[src/assert_macros.svh]
// ----------------------------------------------------------------------------
// Assertion macros
// Concurrent assertion wrappers shared by the polygon area and centroid RTL.
// ----------------------------------------------------------------------------
`ifndef ASSERT_MACROS_SVH
`define ASSERT_MACROS_SVH
`ifndef SYNTHESIS
`define PAC_ASSERT_IMP(label, clk, rst_n, ante, cons) \
    label: assert property (@(posedge clk) disable iff (!rst_n) (ante) |-> (cons)) \
        else $error("pac assertion failed");
`define PAC_ASSERT_NEXT(label, clk, rst_n, ante, cons) \
    label: assert property (@(posedge clk) disable iff (!rst_n) (ante) |=> (cons)) \
        else $error("pac assertion failed");
`else
`define PAC_ASSERT_IMP(label, clk, rst_n, ante, cons)
`define PAC_ASSERT_NEXT(label, clk, rst_n, ante, cons)
`endif
`endif

[src/pac_pkg.sv]
// ----------------------------------------------------------------------------
// pac_pkg
// Shared constants, codes and types of the polygon area and centroid block.
// ----------------------------------------------------------------------------
package pac_pkg;

    localparam int MAX_CORNERS_DEF = 8;

    localparam int XY_W    = 16;
    localparam int AREA_W  = 24;
    localparam int FRAC_W  = 16;
    localparam int COUNT_W = 4;
    localparam int ERR_W   = 2;
    localparam int CS_W    = 16;

    localparam int APB_AW = 3;
    localparam int APB_DW = 32;

    localparam int QUEUE_DEPTH = 2;

    localparam int QUO_W = FRAC_W + 1;
    localparam int QCNT_W = $clog2(QUO_W);

    localparam int CENT_NEG_LIM = 2 ** (XY_W - 1);
    localparam int CENT_POS_LIM = 2 ** (XY_W - 1) - 1;

    localparam logic [CS_W-1:0] CELL_SIZE_RST = CS_W'(4096);
    localparam logic [APB_AW-3:0] REG_IDX_CELL_SIZE = '0;

    localparam logic [ERR_W-1:0] ERR_NONE      = ERR_W'(0);
    localparam logic [ERR_W-1:0] ERR_ZERO_AREA = ERR_W'(1);
    localparam logic [ERR_W-1:0] ERR_TOO_MANY  = ERR_W'(2);

    typedef struct packed {
        logic             done;
        logic             ovf;
        logic [QUO_W-1:0] quo;
    } t_div_rsp;

endpackage

[src/pac_if.sv]


interface pac_res_if;
    import pac_pkg::*;

    logic                   valid;
    logic                   ready;
    logic [AREA_W-1:0]      area;
    logic signed [XY_W-1:0] centroid_x;
    logic signed [XY_W-1:0] centroid_y;
    logic [FRAC_W-1:0]      area_fraction;
    logic [COUNT_W-1:0]     corner_count;
    logic [ERR_W-1:0]       error_code;

    modport source (output valid, area, centroid_x, centroid_y, area_fraction,
                    corner_count, error_code, input ready);
    modport sink   (input valid, area, centroid_x, centroid_y, area_fraction,
                    corner_count, error_code, output ready);
endinterface

[src/pac_back.sv]
// ----------------------------------------------------------------------------
// pac_back
// Result stage: takes finished polygon sums, runs the needed divisions (area
// fraction, centroids if no error) on the shared divider, holds the result.
// ----------------------------------------------------------------------------
module pac_back #(
    parameter int MAX_CORNERS = 8,
    parameter int A2W         = 37,
    parameter int MW          = 52,
    parameter int SW          = 4,
    parameter int WW          = 55
) (
    input  logic                         i_clk,
    input  logic                         i_rst_n,
    input  logic                         i_q_valid,
    output logic                         o_pop,
    input  logic signed [A2W-1:0]        i_a2,
    input  logic signed [MW-1:0]         i_mx,
    input  logic signed [MW-1:0]         i_my,
    input  logic [SW-1:0]                i_seen,
    input  logic [pac_pkg::CS_W-1:0]     i_cell_size,
    output logic                         o_div_start,
    output logic [WW-1:0]                o_div_num,
    output logic [WW-1:0]                o_div_den,
    input  pac_pkg::t_div_rsp            i_div_rsp,
    pac_res_if.source                    o_result
);
    import pac_pkg::*;

    localparam int ASW     = A2W + 1;
    localparam int CNT_TOP = 2 ** COUNT_W - 1;

    typedef enum logic [3:0] {
        B_IDLE  = 4'b0001,
        B_START = 4'b0010,
        B_WAIT  = 4'b0100,
        B_EMIT  = 4'b1000
    } t_bstate;

    typedef enum logic [2:0] {
        J_FRAC = 3'b001,
        J_CX   = 3'b010,
        J_CY   = 3'b100
    } t_job;

    t_bstate r_state, n_state;
    t_job r_job, n_job;
    logic r_out_valid, n_out_valid;
    logic [A2W-1:0] r_a2m, n_a2m;
    logic r_a2_neg, n_a2_neg;
    logic [MW-1:0] r_mxm, n_mxm, r_mym, n_mym;
    logic r_mx_neg, n_mx_neg, r_my_neg, n_my_neg;
    logic [2*CS_W-1:0] r_den_f, n_den_f;
    logic [ERR_W-1:0] r_err, n_err;
    logic [COUNT_W-1:0] r_count, n_count;
    logic [FRAC_W-1:0] r_frac, n_frac;
    logic [XY_W-1:0] r_cx, n_cx, r_cy, n_cy;
    logic [AREA_W-1:0] r_out_area, n_out_area;
    logic [XY_W-1:0] r_out_cx, n_out_cx, r_out_cy, n_out_cy;
    logic [FRAC_W-1:0] r_out_frac, n_out_frac;
    logic [COUNT_W-1:0] r_out_count, n_out_count;
    logic [ERR_W-1:0] r_out_err, n_out_err;

    logic [SW-1:0] w_cnt_clip;
    logic [MW-1:0] w_mm;
    logic w_neg;
    logic [WW-1:0] w_a3;
    logic [ASW-1:0] w_area_sum;
    logic [ASW-1:0] w_area_sh;
    logic [XY_W-1:0] w_cent;

    function automatic logic [XY_W-1:0] sat_centroid(input logic neg, input logic ovf,
                                                     input logic [QUO_W-1:0] q);
        logic [QUO_W-1:0] m;
        if (neg) begin
            m = (ovf || q > QUO_W'(CENT_NEG_LIM)) ? QUO_W'(CENT_NEG_LIM) : q;
            return XY_W'(~m + 1'b1);
        end
        m = (ovf || q > QUO_W'(CENT_POS_LIM)) ? QUO_W'(CENT_POS_LIM) : q;
        return XY_W'(m);
    endfunction

    assign o_result.valid         = r_out_valid;
    assign o_result.area          = r_out_area;
    assign o_result.centroid_x    = r_out_cx;
    assign o_result.centroid_y    = r_out_cy;
    assign o_result.area_fraction = r_out_frac;
    assign o_result.corner_count  = r_out_count;
    assign o_result.error_code    = r_out_err;

    assign o_pop = (r_state == B_IDLE) && i_q_valid;

    assign w_cnt_clip = (i_seen > SW'(MAX_CORNERS)) ? SW'(MAX_CORNERS) : i_seen;
    assign w_mm  = (r_job == J_CY) ? r_mym : r_mxm;
    assign w_neg = ((r_job == J_CY) ? r_my_neg : r_mx_neg) ^ r_a2_neg;
    assign w_a3  = WW'(r_a2m) + (WW'(r_a2m) << 1);
    assign w_area_sum = ASW'(r_a2m) + ASW'(4096);
    assign w_area_sh  = w_area_sum >> 13;
    assign w_cent = sat_centroid(w_neg, i_div_rsp.ovf, i_div_rsp.quo);

    always_comb begin
        if (r_job == J_FRAC) begin
            o_div_num = (WW'(r_a2m) << 14) + WW'(r_den_f);
            o_div_den = WW'(r_den_f) << 1;
        end else begin
            o_div_num = (WW'(w_mm) << 1) + w_a3;
            o_div_den = w_a3 << 1;
        end
    end

    always_comb begin
        n_state     = r_state;
        n_job       = r_job;
        n_out_valid = r_out_valid && !o_result.ready;
        n_a2m       = r_a2m;
        n_a2_neg    = r_a2_neg;
        n_mxm       = r_mxm;
        n_mym       = r_mym;
        n_mx_neg    = r_mx_neg;
        n_my_neg    = r_my_neg;
        n_den_f     = r_den_f;
        n_err       = r_err;
        n_count     = r_count;
        n_frac      = r_frac;
        n_cx        = r_cx;
        n_cy        = r_cy;
        n_out_area  = r_out_area;
        n_out_cx    = r_out_cx;
        n_out_cy    = r_out_cy;
        n_out_frac  = r_out_frac;
        n_out_count = r_out_count;
        n_out_err   = r_out_err;
        o_div_start = 1'b0;
        case (r_state)
            B_IDLE: begin
                if (i_q_valid) begin
                    n_a2_neg = i_a2[A2W-1];
                    n_a2m    = i_a2[A2W-1] ? A2W'(-i_a2) : A2W'(i_a2);
                    n_mx_neg = i_mx[MW-1];
                    n_mxm    = i_mx[MW-1] ? MW'(-i_mx) : MW'(i_mx);
                    n_my_neg = i_my[MW-1];
                    n_mym    = i_my[MW-1] ? MW'(-i_my) : MW'(i_my);
                    n_den_f  = (2*CS_W)'(i_cell_size) * (2*CS_W)'(i_cell_size);
                    if (i_seen > SW'(MAX_CORNERS)) begin
                        n_err = ERR_TOO_MANY;
                    end else if (i_a2 == '0) begin
                        n_err = ERR_ZERO_AREA;
                    end else begin
                        n_err = ERR_NONE;
                    end
                    if (32'(w_cnt_clip) > 32'(CNT_TOP)) begin
                        n_count = COUNT_W'(CNT_TOP);
                    end else begin
                        n_count = COUNT_W'(w_cnt_clip);
                    end
                    n_frac  = '0;
                    n_cx    = '0;
                    n_cy    = '0;
                    n_job   = J_FRAC;
                    n_state = B_START;
                end
            end
            B_START: begin
                case (r_job)
                    J_FRAC: begin
                        if (r_a2m == '0) begin
                            n_job = J_CX;
                        end else if (i_cell_size == '0) begin
                            n_frac = '1;
                            n_job  = J_CX;
                        end else begin
                            o_div_start = 1'b1;
                            n_state     = B_WAIT;
                        end
                    end
                    J_CX: begin
                        if (r_err != ERR_NONE) begin
                            n_job = J_CY;
                        end else begin
                            o_div_start = 1'b1;
                            n_state     = B_WAIT;
                        end
                    end
                    J_CY: begin
                        if (r_err != ERR_NONE) begin
                            n_state = B_EMIT;
                        end else begin
                            o_div_start = 1'b1;
                            n_state     = B_WAIT;
                        end
                    end
                    default: begin
                        n_job = J_FRAC;
                    end
                endcase
            end
            B_WAIT: begin
                if (i_div_rsp.done) begin
                    case (r_job)
                        J_FRAC: begin
                            n_frac  = (i_div_rsp.ovf || i_div_rsp.quo[QUO_W-1]) ? '1
                                    : i_div_rsp.quo[FRAC_W-1:0];
                            n_job   = J_CX;
                            n_state = B_START;
                        end
                        J_CX: begin
                            n_cx    = w_cent;
                            n_job   = J_CY;
                            n_state = B_START;
                        end
                        J_CY: begin
                            n_cy    = w_cent;
                            n_state = B_EMIT;
                        end
                        default: begin
                            n_state = B_START;
                        end
                    endcase
                end
            end
            B_EMIT: begin
                if (!r_out_valid || o_result.ready) begin
                    if (w_area_sh > ASW'({AREA_W{1'b1}})) begin
                        n_out_area = '1;
                    end else begin
                        n_out_area = AREA_W'(w_area_sh);
                    end
                    n_out_cx    = r_cx;
                    n_out_cy    = r_cy;
                    n_out_frac  = r_frac;
                    n_out_count = r_count;
                    n_out_err   = r_err;
                    n_out_valid = 1'b1;
                    n_state     = B_IDLE;
                end
            end
            default: begin
                n_state = B_IDLE;
            end
        endcase
    end

    always_ff @(posedge i_clk) begin
        if (!i_rst_n) begin
            r_state     <= B_IDLE;
            r_job       <= J_FRAC;
            r_out_valid <= 1'b0;
        end else begin
            r_state     <= n_state;
            r_job       <= n_job;
            r_out_valid <= n_out_valid;
        end
    end

    always_ff @(posedge i_clk) begin
        r_a2m       <= n_a2m;
        r_a2_neg    <= n_a2_neg;
        r_mxm       <= n_mxm;
        r_mym       <= n_mym;
        r_mx_neg    <= n_mx_neg;
        r_my_neg    <= n_my_neg;
        r_den_f     <= n_den_f;
        r_err       <= n_err;
        r_count     <= n_count;
        r_frac      <= n_frac;
        r_cx        <= n_cx;
        r_cy        <= n_cy;
        r_out_area  <= n_out_area;
        r_out_cx    <= n_out_cx;
        r_out_cy    <= n_out_cy;
        r_out_frac  <= n_out_frac;
        r_out_count <= n_out_count;
        r_out_err   <= n_out_err;
    end
endmodule
[src/flat_wrapper.sv]
// flat-port wrapper written by rule: the top's interface ports become plain ports
module pac_back_flat import pac_pkg::*;
#(
    parameter int MAX_CORNERS = 8,
    parameter int A2W         = 37,
    parameter int MW          = 52,
    parameter int SW          = 4,
    parameter int WW          = 55
)
  (i_clk, i_rst_n, i_q_valid, o_pop, i_a2, i_mx, i_my, i_seen, i_cell_size, o_div_start, o_div_num, o_div_den, i_div_rsp, o_result_valid, o_result_area, o_result_centroid_x, o_result_centroid_y, o_result_area_fraction, o_result_corner_count, o_result_error_code, o_result_ready);
  pac_res_if o_result_i ();
  input  logic i_clk;
  input  logic i_rst_n;
  input  logic i_q_valid;
  output logic o_pop;
  input  logic signed [A2W-1:0] i_a2;
  input  logic signed [MW-1:0] i_mx;
  input  logic signed [MW-1:0] i_my;
  input  logic [SW-1:0] i_seen;
  input  logic [pac_pkg::CS_W-1:0] i_cell_size;
  output logic o_div_start;
  output logic [WW-1:0] o_div_num;
  output logic [WW-1:0] o_div_den;
  input  pac_pkg::t_div_rsp i_div_rsp;
  output wire logic [$bits(o_result_i.valid)-1:0] o_result_valid;
  output wire logic [$bits(o_result_i.area)-1:0] o_result_area;
  output wire logic [$bits(o_result_i.centroid_x)-1:0] o_result_centroid_x;
  output wire logic [$bits(o_result_i.centroid_y)-1:0] o_result_centroid_y;
  output wire logic [$bits(o_result_i.area_fraction)-1:0] o_result_area_fraction;
  output wire logic [$bits(o_result_i.corner_count)-1:0] o_result_corner_count;
  output wire logic [$bits(o_result_i.error_code)-1:0] o_result_error_code;
  input wire logic [$bits(o_result_i.ready)-1:0] o_result_ready;
  assign o_result_valid = o_result_i.valid;
  assign o_result_area = o_result_i.area;
  assign o_result_centroid_x = o_result_i.centroid_x;
  assign o_result_centroid_y = o_result_i.centroid_y;
  assign o_result_area_fraction = o_result_i.area_fraction;
  assign o_result_corner_count = o_result_i.corner_count;
  assign o_result_error_code = o_result_i.error_code;
  assign o_result_i.ready = o_result_ready;
  pac_back #(.MAX_CORNERS(MAX_CORNERS), .A2W(A2W), .MW(MW), .SW(SW), .WW(WW)) u_core (.i_clk(i_clk), .i_rst_n(i_rst_n), .i_q_valid(i_q_valid), .o_pop(o_pop), .i_a2(i_a2), .i_mx(i_mx), .i_my(i_my), .i_seen(i_seen), .i_cell_size(i_cell_size), .o_div_start(o_div_start), .o_div_num(o_div_num), .o_div_den(o_div_den), .i_div_rsp(i_div_rsp), .o_result(o_result_i));
endmodule
[config.mk]
export PLATFORM = sky130hd
export DESIGN_NAME = pac_back_flat
export DESIGN_NICKNAME = d
export VERILOG_FILES = /design/src/assert_macros.svh /design/src/pac_pkg.sv /design/src/pac_if.sv /design/src/pac_back.sv /design/src/flat_wrapper.sv
export SDC_FILE = /design/constraint.sdc
export NUM_CORES = 1
export LEC_CHECK = 0
export ABC_CLOCK_PERIOD_IN_PS = 8700
export BUFFER_PORTS_ARGS = -buffer_cell sky130_fd_sc_hd__buf_2
export CORE_AREA = 3 3 247 249
export CTS_CLUSTER_DIAMETER = 120
export DETAILED_ROUTE_END_ITERATION = 7
export DIE_AREA = 0 0 250 252
export PLACE_DENSITY = 0.68
export SYNTH_ARGS = -nofsm -noshare
export SYNTH_HDL_FRONTEND = slang
export SYNTH_SLANG_ARGS = --single-unit
[constraint.sdc]
create_clock -name i_clk -period 8.7 [get_ports i_clk]
set_clock_uncertainty 0.15 [all_clocks]
set_input_delay 0.87 -clock i_clk [delete_from_list [all_inputs] [get_ports i_clk]]
set_output_delay 0.87 -clock i_clk [all_outputs]
set_load 0.02 [all_outputs]
==> results of run 1 <==
==> sequential cells by signal, indices dropped and copies added, names as in the netlist, 2 cells and up <==
signal and cells:
u_core.r_cx 16, u_core.r_count 4, u_core.o_result.area_fraction 16, u_core.r_den_f 31, u_core.o_result.area 24, u_core.r_a2m 37
u_core.r_frac 16, u_core.r_cy 16, u_core.o_result.centroid_y 16, u_core.o_result.error_code 2, u_core.r_job 3, u_core.r_mym 52
u_core.r_mxm 52, u_core.o_result.corner_count 4, u_core.r_state 4, u_core.r_err 2, u_core.o_result.centroid_x 16
==> stage by stage <==
stage | area (um2) | hold slack, ps | setup slack [ps] | power, mW
6_report | 31880 | 264.1 | 678.9 | 11.39
2_1_floorplan | 28280 | 250.3 | 1682 | 7.684
3_5_place_dp | 30650 | 254.5 | 1125 | 9.754
4_1_cts | 31880 | 265.1 | 780.4 | 11.35
3_3_place_gp | 30650 | 250.3 | 1196 | 9.742
5_1_grt | 31880 | 271.5 | 319.5 | 12.34
==> cells in the mapped netlist (43+ instances only) <==
cell	count	area share, %
xor2_1	49	1.5
o31ai_1	43	1.1
a21o_1	55	1.5
edfxtp_1	307	33
nand2_1	433	5.8
ha_1	216	9.6
fa_1	167	12
a21oi_1	143	2.5
nor2_1	130	1.7
and2_1	64	1.4
nor3_1	45	0.80
nand3_1	51	0.90
xnor2_1	257	8.0
inv_1	325	4.3
clkbuf_1	94	1.3
o21ai_0	152	2.7
==> per-layer routing <==
layer  vias up  global-route usage [%]
li1      10900                       -
met5         -                       0
met4         0                   6.725
met1     10820                   33.73
met3        95                   3.680
met2       703                   43.49
==> layout make-up <==
cell class | instances | area share (%)
clock inverters | 21 | 0.8007
inverters | 325 | 3.843
multi-input cells | 2244 | 53.91
clock buffers | 47 | 3.054
well taps | 773 | 3.034
repair buffers | 371 | 5.935
flip-flops and latches | 315 | 29.42
==> power groups by stage <==
| stage | Sequential [mW] | Combinational, mW | Clock [mW] |
|---|---|---|---|
| final | 2.33 | 7.50 | 1.56 |
| after global routing | 2.35 | 8.33 | 1.65 |
| after CTS | 2.33 | 7.44 | 1.59 |
| after detailed placement | 2.36 | 7.39 | 0 |
| after global placement | 2.36 | 7.39 | 0 |
| after floorplan | 2.33 | 5.35 | 0 |
==> worst paths after layout <==
check | start | to | slack [ps] | cells past startpoint
hold reg to reg | u_core.r_cx[3]$_DFFE_PP_ | u_core.o_result.centroid_x[3]$_DFFE_PP_ | 260 | 0
hold / removal | u_core.r_cx[3]$_DFFE_PP_ | u_core.o_result.centroid_x[3]$_DFFE_PP_ | 260 | 0
setup / recovery | u_core.r_a2m[1]$_DFFE_PP_ | o_div_num[40] | 680 | 24
setup reg to reg | u_core.r_job[0]$_SDFFE_PN1P_ | u_core.r_cy[13]$_DFFE_PP_ | 4970 | 7
==> cell families after synthesis <==
family	synth area share, %
flip-flops	33.23
buffers and inverters	6.162
AO/OA/AOI/OAI	13.02
XOR/XNOR	9.496
multiplexers	0.7935
adder cells (fa/ha/maj)	21.42
AND/OR/NAND/NOR	15.86
other	0.01329
==> critical path, cell delays in order (launching register included) <==
cell and delay (ps):
edfxtp_1 460, ha_1 260, inv_1 70, fa_1 200
nor2b_1 70, o31a_1 280, o41a_1 400, o21a_1 260
a21o_1 210, a21oi_1 220, o21bai_1 90, a21oi_1 180
xnor2_1 320, ha_1 450, and3_1 270, and3_1 200
and2_0 150, a221oi_1 380, a21boi_0 350, a21oi_1 590
nand2b_1 200, xnor2_1 120, mux2i_1 130, o21ai_0 340
buf_2 240
==> results.py, run 1 <==
metrics = {
    "synthesis": {
        "postSynth.topFlopCell": "edfxtp_1",
        "ys_ff_latch": 315,
        "synthArstFlopShare_pct": 0,
        "synth_edf_count": 307,
        "yosysWarningCount": 0,
        "syn-cell-area_um2": 28220,
        "synth_cells": 2988,
        "ys_seq_area_share_pct": 33.23,
        "yosysUniqueCellTypes": 71,
        "postSynthAreaPerCell_um2": 9.446,
    },
    "detailed_routing": {
        "dr.pass1.iters": 5,
        "wl_met3_mm": 5.665,
        "wirelength_mm": 81.52,
        "via_per_inst": 5.499,
        "ant_nets": 0,
        "vias": 22520,
        "first_iter_violations": 1692,
        "top_layer": "met4",
        "wl_met2_mm": 39.69,
        "wl_per_cell_um": 19.90,
        "route.detailed.drc": 0,
        "wirelength_met1_mm": 34.12,
    },
    "timing": {
        "max_freq_ghz": 0.1247,
        "fin_crit_ps": 8021,
        "fin_setup_tns_ps": 0,
        "finalCritPeriodShare_pct": 92.20,
        "setup_violations": 0,
        "finalHoldViolCount": 0,
        "rsz0062_at_grt": "no",
        "worstMarginPinSlew_ps": 1032,
        "maxSlewViolCount": 0,
        "relSlewSlack_pct": 31.22,
    },
    "die": {
        "start_util_pct": 47.91,
        "io_pins": 375,
        "core_area_um2": 58910,
        "fp-row-count": 89,
        "fp.dieH_um": 252,
        "die_x_um": 250,
        "dieArea_um2": 63000,
    },
    "placement": {
        "place_congestion": 0.9951,
        "port_buffers": 357,
        "place_hpwl_mm": 66.12,
        "dp.cells": 4028,
    },
    "global_route": {
        "overflow": 0,
        "grt_max_degree": 82,
        "grt_pass1_vias": 21840,
        "grt_pass1_wl_mm": 124.6,
        "grt_usage_pct": 25.32,
        "antenna_found_initial": 1,
    },
    "power": {
        "power_frac_seq_pct": 20.5,
        "power_leakage_nw": 14.10,
        "clockPowerShare_pct": 13.7,
        "p_comb_share_pct": 65.9,
        "internal_power_mw": 5.946,
        "swShare_pct": 47.79,
        "powerDensity_nw_per_um2": 357.3,
        "power_switching_mw": 5.443,
        "max-vdd-ir-drop_uv": 403.5,
    },
    "clocking": {
        "cts_inserted_buffers": 37,
        "post_cts_buffers": 0,
        "cts_resized": 0,
        "htreeDepth": 2,
        "cts-root-buf": "clkbuf_16",
        "clkTransAtPathRegs_ps": 60,
        "holdBufCountCts": 0,
        "cts_tree": "done",
        "cts.sinks": 315,
        "clock_latency_ps": 570,
        "clockBufferDepth": 3,
    },
    "cells_and_area": {
        "seq_area_um2": 9379,
        "fin_cells": 4096,
        "diodes": 0,
        "final_cell_mix": "nand2_1, buf_2, inv_1, edfxtp_1, xnor2_1",
        "fin_nets": 3861,
        "multi_input_area_um2": 17190,
        "layout_commonest_cell": "nand2_1",
        "drive_gt1_share_pct": 13.93,
        "area_delta_synth_final_pct": 12.95,
        "utilization_pct": 54.12,
        "fillers": 5344,
    },
    "worst_setup_path": {
        "worst-endpoint-required_ps": 7680,
        "cp_max_fo": 7,
        "worst_setup_path_end_kind": "output pin",
        "worstSetupPathType": "flop to output pin",
        "start_kind": "flop",
        "crit_arrival_ps": 7000,
    },
    "outcome": {
        "status": "completed",
    },
    "run": {
        "cap_violations": 0,
    },
    "hold_path": {
        "hold_class": "flop to flop",
    },
}
(Power assumes the default switching activity.)
==> run 2: changes to the inputs <==
==> constraint.sdc (replaced) <==
create_clock -name i_clk -period 8.7 [get_ports i_clk]
set_clock_uncertainty 0.15 [all_clocks]
set_input_delay 0.87 -clock i_clk [delete_from_list [all_inputs] [get_ports i_clk]]
set_output_delay 0.87 -clock i_clk [all_outputs]
set_load 0.1 [all_outputs]
==> run 2 against run 1 <==
Sequential share of layout area increased by 0.093 points. Critical path depth unchanged. Largest power group unchanged. Largest cell class unchanged. Critical path type unchanged. Critical endpoint unchanged. Non-clock buffer count increased by 3. Highest routed layer unchanged.
==> results.py, run 2 (synthesis results as in run 1) <==
metrics = {
    "outcome": {
        "status": "completed",
    },
    "detailed_routing": {
        "wl_per_cell_um": 20.03,
        "via_per_inst": 5.521,
        "wirelength_mm": 82.00,
        "vias": 22600,
        "first_iter_violations": 1873,
        "route.detailed.drc": 0,
        "ant_nets": 0,
        "dr.pass1.iters": 6,
    },
    "die": {
        "core_area_um2": 58910,
        "io_pins": 375,
        "start_util_pct": 47.91,
        "dieArea_um2": 63000,
        "fp-row-count": 89,
        "fp.dieH_um": 252,
        "die_x_um": 250,
    },
    "cells_and_area": {
        "drive_gt1_share_pct": 13.89,
        "fin_nets": 3862,
        "seq_area_um2": 9379,
        "multi_input_area_um2": 17190,
        "final_cell_mix": "nand2_1, buf_2, inv_1, edfxtp_1, xnor2_1",
        "fillers": 5413,
        "layout_commonest_cell": "nand2_1",
        "top_regs": "u_core.r_mxm x52, u_core.r_mym x52, u_core.r_a2m x37",
        "diodes": 0,
        "area_delta_synth_final_pct": 12.59,
    },
    "hold_path": {
        "min_to": "u_core.o_result.centroid_x[8]$_DFFE_PP_",
        "hp-start": "u_core.r_cx[8]$_DFFE_PP_",
        "hold_class": "flop to flop",
        "worst_hold_path.num_cells": 0,
    },
    "power": {
        "power_leakage_nw": 14.06,
        "powerDensity_nw_per_um2": 402.5,
        "max-vdd-ir-drop_uv": 611.7,
    },
    "worst_setup_path": {
        "rrSetupSlack_ps": 4820,
        "reg2reg_depth": 8,
        "worst-endpoint-required_ps": 7680,
        "worstSetupPathType": "flop to output pin",
        "worst_setup_path_end_kind": "output pin",
        "r2r_end": "u_core.r_cy[13]$_DFFE_PP_",
        "cp_max_fo": 7,
        "r2r-start": "u_core.r_job[0]$_SDFFE_PN1P_",
        "crit_arrival_ps": 7080,
        "start_kind": "flop",
    },
    "clocking": {
        "clock_latency_ps": 550,
        "clockBufferDepth": 3,
        "post_cts_buffers": 0,
        "cts.sinks": 315,
        "clkTransAtPathRegs_ps": 60,
        "cts_tree": "done",
        "htreeDepth": 2,
        "cts-root-buf": "clkbuf_16",
        "cts_inserted_buffers": 35,
        "holdBufCountCts": 0,
        "cts_resized": 0,
    },
    "timing": {
        "finalCritPeriodShare_pct": 93.08,
        "rsz0062_at_grt": "no",
        "finalHoldViolCount": 0,
        "fin_crit_ps": 8098,
        "hold-worst-slack_ps": 267.4,
        "setup_violations": 0,
        "maxSlewViolCount": 0,
        "max_freq_ghz": 0.1235,
        "fin_setup_tns_ps": 0,
        "relSlewSlack_pct": 18.24,
        "worstMarginPinSlew_ps": 1220,
    },
    "global_route": {
        "grt_pass1_vias": 21860,
        "overflow": 0,
        "grt_usage_pct": 25.46,
        "antenna_found_initial": 2,
        "grt_pass1_wl_mm": 125.5,
        "grt_max_degree": 94,
    },
    "run": {
        "cap_violations": 0,
    },
    "placement": {
        "place_congestion": 0.9481,
        "place_hpwl_mm": 66.45,
        "port_buffers": 357,
    },
}
[run 2: area by class of cell]
class,count,share of cell area (%)
clock buffer,38,2.792
clock inverter,24,0.6890
inverter,325,3.855
multi-input combinational,2244,54.08
sequential,315,29.51
tap,773,3.044
timing repair buffer,374,6.024
[run 2: through the flow]
step                utilization [%]  total power [mW]  setup slack, ps  area [um2]  std cells
floorplan                         -             9.190            66.50       28280       3004
global placement              52.07             11.25             1205       30670       4031
detailed placement            52.07             11.27             1089       30670       4031
CTS                           53.95             12.77            744.3       31780       4093
global route                  53.95             13.73            170.3       31780       4093
finish                        53.95             12.79            601.7       31780       4093
[run 2: where the power goes]
group	switching [mW]	internal [mW]	total, mW
Sequential	0.130	2.20	2.33
Clock	0.631	0.812	1.44
Combinational	6.17	2.85	9.02
Total	6.93	5.86	12.8
[run 2: worst max path at each step]
stage,start,end,slack [ps],cells after the start
floorplan,u_core.r_job[1]$_SDFFE_PN0P_,o_div_num[53],70,19
global placement,i_cell_size[1],u_core.r_den_f[29]$_DFFE_PP_,1200,24
detailed placement,i_cell_size[1],u_core.r_den_f[29]$_DFFE_PP_,1090,24
CTS,u_core.r_a2m[1]$_DFFE_PP_,o_div_num[40],740,23
global route,u_core.r_a2m[0]$_DFFE_PP_,o_div_num[40],170,23
finish,u_core.r_a2m[1]$_DFFE_PP_,o_div_num[40],600,24
[run 2: layer usage]
layer / GRT usage (%) / up-vias / wire length (um)
met2: 43.87 / 733 / 40000
met1: 33.95 / 10870 / 34740
met3: 4.216 / 97 / 5572
met5: 0 / - / 0
met4: 5.571 / 0 / 1683
li1: - / 10900 / -
[run 2: critical path, stage by stage (launching register included)]
cell      delay [ps]
edfxtp_1         450
ha_1             250
inv_1             80
fa_1             220
nor2b_1           70
o31a_1           280
o41a_1           400
o21a_1           260
a21o_1           180
a21oi_1          260
o21bai_1         100
a21oi_1          180
xnor2_1          270
ha_1             420
and3_1           270
and3_1           190
and2_0           140
a221oi_1         400
a21boi_0         330
a21oi_1          490
nand2b_1         190
xnor2_1          130
mux2i_1          120
o21ai_0          350
buf_2            500
